--- config.mk ---
export PLATFORM = sky130hd
export DESIGN_NAME = rau_ctrl
export DESIGN_NICKNAME = d
export VERILOG_FILES = /design/src/design/rau_pkg.sv /design/src/design/rau_ctrl.sv
export SDC_FILE = /design/constraint.sdc
export NUM_CORES = 1
export LEC_CHECK = 0
export ABC_AREA = 1
export BUFFER_PORTS_ARGS = -buffer_cell sky130_fd_sc_hd__buf_2
export CORE_MARGIN = 8
export CORE_UTILIZATION = 52
export CTS_CLUSTER_DIAMETER = 80
export DETAILED_ROUTE_END_ITERATION = 10
export GPL_ROUTABILITY_DRIVEN = 1
export PLACE_DENSITY = 0.79
export REMOVE_ABC_BUFFERS = 1
export SLEW_MARGIN = 20
export SYNTH_ARGS = -nofsm -noshare
export SYNTH_HDL_FRONTEND = slang
export SYNTH_SLANG_ARGS = --single-unit
--- constraint.sdc ---
create_clock -name clk_i -period 1.49 [get_ports clk_i]
set_input_delay 0.149 -clock clk_i [delete_from_list [all_inputs] [get_ports clk_i]]
set_output_delay 0.149 -clock clk_i [all_outputs]
set_load 0.005 [all_outputs]
--- src/design/rau_pkg.sv ---
`timescale 1ns / 1ps
package rau_pkg;
  localparam int unsigned DW = 32;
  localparam int unsigned CW = $clog2(DW + 1);

  typedef enum logic [2:0] {
    KIND_ADD = 3'd0,
    KIND_SUB = 3'd1,
    KIND_MUL = 3'd2,
    KIND_DIV = 3'd3,
    KIND_RED = 3'd4
  } kind_e;

  // micro-operations issued by the controller
  typedef enum logic [3:0] {
    OP_NONE  = 4'd0,
    OP_LOAD  = 4'd1,
    OP_MUL1  = 4'd2,
    OP_MUL2  = 4'd3,
    OP_COMB  = 4'd4,
    OP_MODST = 4'd5,
    OP_MODIT = 4'd6,
    OP_SWAP  = 4'd7,
    OP_DIVST = 4'd8,
    OP_DIVIT = 4'd9,
    OP_DIVEN = 4'd10,
    OP_PASS  = 4'd11
  } op_e;

  typedef struct packed {
    op_e        op;
    logic       second; // second exact division (denominator)
  } cmd_t;

  typedef struct packed {
    logic       den_eq;
    logic       b_zero;   // euclid remainder operand zero
    logic       g_zero;   // both magnitudes zero
    logic       it_done;  // bit iteration finished
  } sts_t;
endpackage

--- src/design/rau_ctrl.sv ---
`timescale 1ns / 1ps
module rau_ctrl
  import rau_pkg::*;
(
  input  logic       clk_i,
  input  logic       rst_ni,
  input  logic       in_valid_i,
  output logic       in_ready_o,
  input  logic [2:0] kind_i,
  input  logic       out_ready_i,
  output logic       out_valid_o,
  input  sts_t       sts_i,
  output cmd_t       cmd_o
);
  typedef enum logic [9:0] {
    S_IDLE  = 10'b0000000001,
    S_ARITH = 10'b0000000010,
    S_COMB  = 10'b0000000100,
    S_RST   = 10'b0000001000,
    S_MODIT = 10'b0000010000,
    S_SWAP  = 10'b0000100000,
    S_DIVST = 10'b0001000000,
    S_DIVIT = 10'b0010000000,
    S_DIVEN = 10'b0100000000,
    S_OUT   = 10'b1000000000
  } state_e;

  state_e state_q, state_d;
  logic   second_q, second_d;
  logic   red_q, red_d;
  logic   first_q, first_d; // first modulo bit step, right after priming in S_RST

  always_comb begin
    state_d = state_q; second_d = second_q; red_d = red_q; first_d = first_q;
    cmd_o.op = OP_NONE; cmd_o.second = second_q;
    in_ready_o = 1'b0; out_valid_o = 1'b0;
    unique case (state_q)
      S_IDLE: begin
        in_ready_o = 1'b1;
        if (in_valid_i) begin
          cmd_o.op = OP_LOAD;
          red_d = (kind_i == KIND_RED);
          second_d = 1'b0;
          state_d = S_ARITH;
        end
      end
      S_ARITH: begin
        if (red_q) begin cmd_o.op = OP_MODST; state_d = S_RST; end
        else begin cmd_o.op = OP_MUL1; state_d = S_COMB; end
      end
      S_COMB: begin cmd_o.op = OP_COMB; state_d = S_OUT; end
      S_RST: begin
        if (sts_i.g_zero) state_d = S_OUT;
        else if (sts_i.b_zero) state_d = S_DIVST;
        else begin cmd_o.op = OP_MODIT; first_d = 1'b1; state_d = S_MODIT; end
      end
      S_MODIT: begin
        cmd_o.op = OP_MODIT;
        first_d = 1'b0;
        if (!first_q && sts_i.it_done) state_d = S_SWAP;
      end
      S_SWAP: begin cmd_o.op = OP_SWAP; state_d = S_RST; end
      S_DIVST: begin cmd_o.op = OP_DIVST; state_d = S_DIVIT; end
      S_DIVIT: begin
        cmd_o.op = OP_DIVIT;
        if (sts_i.it_done) state_d = S_DIVEN;
      end
      S_DIVEN: begin
        cmd_o.op = OP_DIVEN;
        if (second_q) state_d = S_OUT;
        else begin second_d = 1'b1; state_d = S_DIVST; end
      end
      S_OUT: begin
        out_valid_o = 1'b1;
        if (out_ready_i) state_d = S_IDLE;
      end
      default: state_d = S_IDLE;
    endcase
  end

  always_ff @(posedge clk_i or negedge rst_ni) begin
    if (!rst_ni) begin
      state_q <= S_IDLE; second_q <= 1'b0; red_q <= 1'b0; first_q <= 1'b0;
    end else begin
      state_q <= state_d; second_q <= second_d; red_q <= red_d; first_q <= first_d;
    end
  end

`ifndef ASSERT_OFF
  a_onehot: assert property (@(posedge clk_i) disable iff (!rst_ni) $onehot(state_q))
    else $error("state not one-hot");
  a_out_hold: assert property (@(posedge clk_i) disable iff (!rst_ni)
    out_valid_o && !out_ready_i |=> out_valid_o) else $error("result dropped");
  a_no_accept_busy: assert property (@(posedge clk_i) disable iff (!rst_ni)
    out_valid_o |-> !in_ready_o) else $error("accept while result pending");
`endif
endmodule

# After elaboration in Yosys (flattened, before gate mapping)
# Cells that the tools add are included.
[word_totals]
mem_bits_rw = 0
mem_bits_ro = 0
memories = 0
out_inout_bits = 7
wordCells = 50
latchBits = 0
regBits = 13
[op_classes]
order_cmp = 0
reduce_logical = 8
shifts = 0
eq_ne = 17
addsub = 0
mux = 21
n_div = 0
mul = 0
bitwise_logic = 0
[ops]
columns = ["op", "n"]
rows = [
  ["one-hot mux 10 bit (10 select lines)", 1],
  ["two-way mux 10 bit", 6],
  ["one-hot mux 4 bit (9 select lines)", 1],
  ["!= test 2 bit, second input constant", 6],
  ["equality test 10 x 1 -> 1 bit, second input constant", 1],
  ["equality test 10 bit, second input constant", 1],
  ["equality test 10 x 2 -> 1 bit, second input constant", 1],
  ["equality test 10 x 3 -> 1 bit, second input constant", 1],
  ["equality test 10 x 4 -> 1 bit, second input constant", 1],
  ["equality test 10 x 5 -> 1 bit, second input constant", 1],
  ["equality test 10 x 6 -> 1 bit, second input constant", 1],
  ["equality test 10 x 7 -> 1 bit, second input constant", 1],
  ["equality test 10 x 8 -> 1 bit, second input constant", 1],
  ["equality test 10 x 9 -> 1 bit, second input constant", 1],
  ["two-way mux 3 bit", 3],
  ["two-way mux 7 bit", 1],
  ["two-way mux 1 bit", 6],
  ["two-way mux 4 bit", 1],
  ["one-hot mux 1 bit (2 select lines)", 2],
  ["AND reduction 2 bit", 2],
  ["AND reduction 4 bit", 1],
  ["nonzero test 2 bit", 2],
  ["equality test 3 bit, second input constant", 1],
  ["AND reduction 3 bit", 1],
  ["other kinds (2)", 2],
]

# Logic depth before layout (Yosys ltp)
[depth]
depth_word = 4
mapped_depth = 9
ltp_nobuf = 9

# Worst setup path before layout
# Ideal clock, no wire load.
[synth_path]
kind = "register -> output"
start = "register state_q[9]"
end = "output cmd_o[2] (netlist bit)"
stages_incl_launch_ff = 10
setup_slack_ns = 0.243
arrival_time_ns = 1.098
required_ns = 1.341
path_cell_list = "dfrtp_1 > nor2_4 > nand2_2 > inv_2 > nand3_2 > nor2_2 > nand2_2 > nand2_2 > inv_2 > nand2_1"
[synth_lines]
columns = ["item", "line_no", "rtl"]
rows = [
  ["start, declared", "rau_ctrl.sv:28", "state_e state_q, state_d;"],
  ["start signal, assigned", "rau_ctrl.sv:85", "state_q <= state_d; second_q <= second_d; red_q <= red_d; first_q <= first_d;"],
  ["end, declared", "rau_ctrl.sv:13", "output cmd_t cmd_o"],
]

==> impl_metrics.env <==
export IMPL_route_detailed_drc=0
export IMPL_synth_area_per_cell_sq_um=7.675
export IMPL_crit_start="state_q[9]"
export IMPL_synthesis_instances=112
export IMPL_critPathMostFrequentCell="nor2_4"
export IMPL_violations="negative setup slack"
export IMPL_avgViaCountPerCell=5.075
export IMPL_ctsHtreeMaxLevel=1
export IMPL_clock_path_buffers=2
export IMPL_hold_ws_ns=0.09232
export IMPL_hold_viol_final=0
export IMPL_r2r_start="state_q[0]"
export IMPL_synth_top_area_cell="dfrtp_1"
export IMPL_relSlewSlack_pct=79.67
export IMPL_clk_insertion_delay_late_ns=0.29
export IMPL_dp_hpwl_mm=1.530
export IMPL_grt_pass1_vias=843
export IMPL_core_area_sq_um=1524
export IMPL_r2r_cells=10
export IMPL_vias=812
export IMPL_critical_path_arrival_ns=1.61
export IMPL_finalInstanceArea_sq_um=1121
export IMPL_ys_seq_elements=13
export IMPL_worst_pin_slew_ns=0.3050
export IMPL_crit_buf_inv=2
export IMPL_peakVddDrop_mv=1.054
export IMPL_start_util_pct=56.40
export IMPL_leakage_nw=0.6468
export IMPL_clock_sinks=13
export IMPL_syn_to_final_growth_pct=30.42
export IMPL_finalMaxSlewViolations=0
export IMPL_worstPathRequired_ns=1.34
export IMPL_crit_end="cmd_o[3]"
export IMPL_hold_path_class="primary input to flop"
export IMPL_place_area_sq_um=967.2
export IMPL_wire_per_inst_microns=12.96
export IMPL_cp_start_kind="flop"
export IMPL_antenna_left=0
export IMPL_final_nets=156
export IMPL_p_per_area_nw_per_um2=1352
export IMPL_ys_types=21
export IMPL_grt_overflow=0
export IMPL_drt_first_pass_iters=4
export IMPL_syn_area_sq_um=859.6
export IMPL_cp_end_kind="output pin"
export IMPL_worst_path_max_fanout=3
export IMPL_track_usage_pct=13.32
export IMPL_cp_cell_sequence="nor2_4, nand2_4, nor2_4, nand2_2, o21ai_2, inv_2, nand3_2, buf_2"
export IMPL_setup_viol=6
export IMPL_crit_slowest_cell="dfrtp_1"
export IMPL_setup_slack_ns=-0.2640
export IMPL_period_needed_ns=1.754
export IMPL_cts_tree="yes"
export IMPL_rsz0062_at_grt="yes"
export IMPL_post_place_cells=145
export IMPL_status="finished, violations left"
export IMPL_synth_area_leaders="dfrtp_1 35%, nand2_2 8.0%, inv_1 7.9%"
export IMPL_synth_top_area_share_pct=34.93
export IMPL_fin_crit_sh_pct=117.7
export IMPL_totalWireLength_mm=2.073
export IMPL_gp_congestion=0.8882
export IMPL_antenna_cells=0
export IMPL_fp_dieH_microns=56.66
export IMPL_pin_count=18
export IMPL_drv_cap=0
export IMPL_die_w_microns=56.66
export IMPL_synth_warnings=0
export IMPL_numCtsBuffers=3
export IMPL_rows=14
export IMPL_grt_max_degree=14
export IMPL_hold_start="kind_i[2]"
export IMPL_layout_drive_gt1_share_pct=47.22
export IMPL_r2r_end="state_q[0]"
export IMPL_crit_family="simple AND/OR/NAND/NOR gates"
export IMPL_skew_ns=0.003025
export IMPL_antenna_found_initial=0
export IMPL_cts_root_buf="clkbuf_4"
export IMPL_portBuffers=16
export IMPL_critPathKind="flop to output pin"
export IMPL_clkTransAtPathRegs_ns=0.09
export IMPL_drtIter0Drc=11
export IMPL_r2r_setup_slack_ns=0.06
export IMPL_cp_slowest_stage_delay_ns=0.42
export IMPL_fin_cells=160
export IMPL_grt_pass1_wl_mm=3.519
export IMPL_ys_seq_area_share_pct=37.99
export IMPL_timing_fmax_mhz=570.1
export IMPL_cp_num_cells=8
export IMPL_dieArea_sq_um=3210
[layout make-up]
type,count,area [sq um]
Sequential cell,13,326.6
Clock buffer,4,26.28
Fill cell,124,402.9
Timing Repair Buffer,29,180.2
Multi-Input combinational cell,76,483.0
Tap cell,16,20.02
Inverter,22,85.08
[cells in the mapped netlist, drive strengths merged]
cell and number:
nand2 27, o21ai 4, buf 1, dfstp 1
nor4 1, nand3 9, inv 22, nor2 29
dfrtp 12, o21bai 1, o2111ai 1, a21boi 1
nand4 1, nand3b 2
[cell usage in the layout, fill, tap and decap left out, drive strengths merged]
cell type,count
buf,28
dfrtp,12
o2111ai,1
nor4,1
dfstp,1
o21bai,1
a21boi,1
nand3b,2
nand4,1
clkbuf,4
inv,22
o21ai,4
nand2,27
dlygate4sd3,1
nor2,29
nand3,9
[worst min-delay path, delay by kind of cell]
| kind | cells | cell delay [ns] |
|---|---|---|
| AO/OA/AOI/OAI | 1 | 0.06 |
| buffers and inverters | 1 | 0.08 |
| AND/OR/NAND/NOR | 1 | 0.06 |
[registers in the layout, summed over array words and instances, names as in the netlist]
register and flops:
state_q 10, first_q 1, second_q 1, red_q 1
[per-stage QoR]
stage	power [mW]	util [%]	TNS (ns)	setup WS (ns)
after CTS	1.470	71.18	-0.8899	-0.2404
after detailed placement	1.182	63.46	0	0.05203
after global routing	1.623	73.56	-1.564	-0.3535
after global placement	1.157	63.46	0	0.08282
after floorplan	1.016	-	0	0.2429
final	1.516	73.56	-1.024	-0.2640
[metal layers]
| layer | vias up | wire [microns] | track usage [%] |
|---|---|---|---|
| li1 | 404 | - | - |
| met1 | 380 | 872 | 13.76 |
| met2 | 19 | 1045 | 23.20 |
| met3 | 9 | 88 | 4.944 |
| met4 | 0 | 66 | 5.842 |
| met5 | - | 0 | 0 |
[cells by family after synthesis]
family                 Yosys count  share of synthesized area, %
DFF                             13                         37.99
AOI/OAI and AO/OA                7                         5.968
buffers and inverters           23                         10.48
and+or+nand+nor                 69                         45.56
[worst min path at each step]
stage | cells past startpoint | slack [ns] | end
finish | 3 | 0.09 | red_q
global route | 3 | 0.12 | red_q
CTS | 3 | 0.11 | red_q
detailed placement | 1 | 0.06 | first_q
global placement | 1 | 0.06 | state_q[5]
floorplan | 0 | -0.15 | first_q
[timing repair]
item                                    in CTS  in global routing
gates resized for setup                      5                  4
buffers inserted                             7                  3
hold endpoints to repair                    12                  0
endpoints found under the setup margin       5                  7
pin swaps                                    8                  9
hold buffers                                 1                  0
[power breakdown]
| part | total [mW] | switching, mW | leakage, nW | internal (mW) |
|---|---|---|---|---|
| Clock | 0.236 | 0.131 | 0.0150 | 0.104 |
| Combinational | 0.791 | 0.476 | 0.456 | 0.314 |
| Sequential | 0.489 | 0.0542 | 0.176 | 0.435 |
Note: power is estimated with default switching activity, not from simulation.
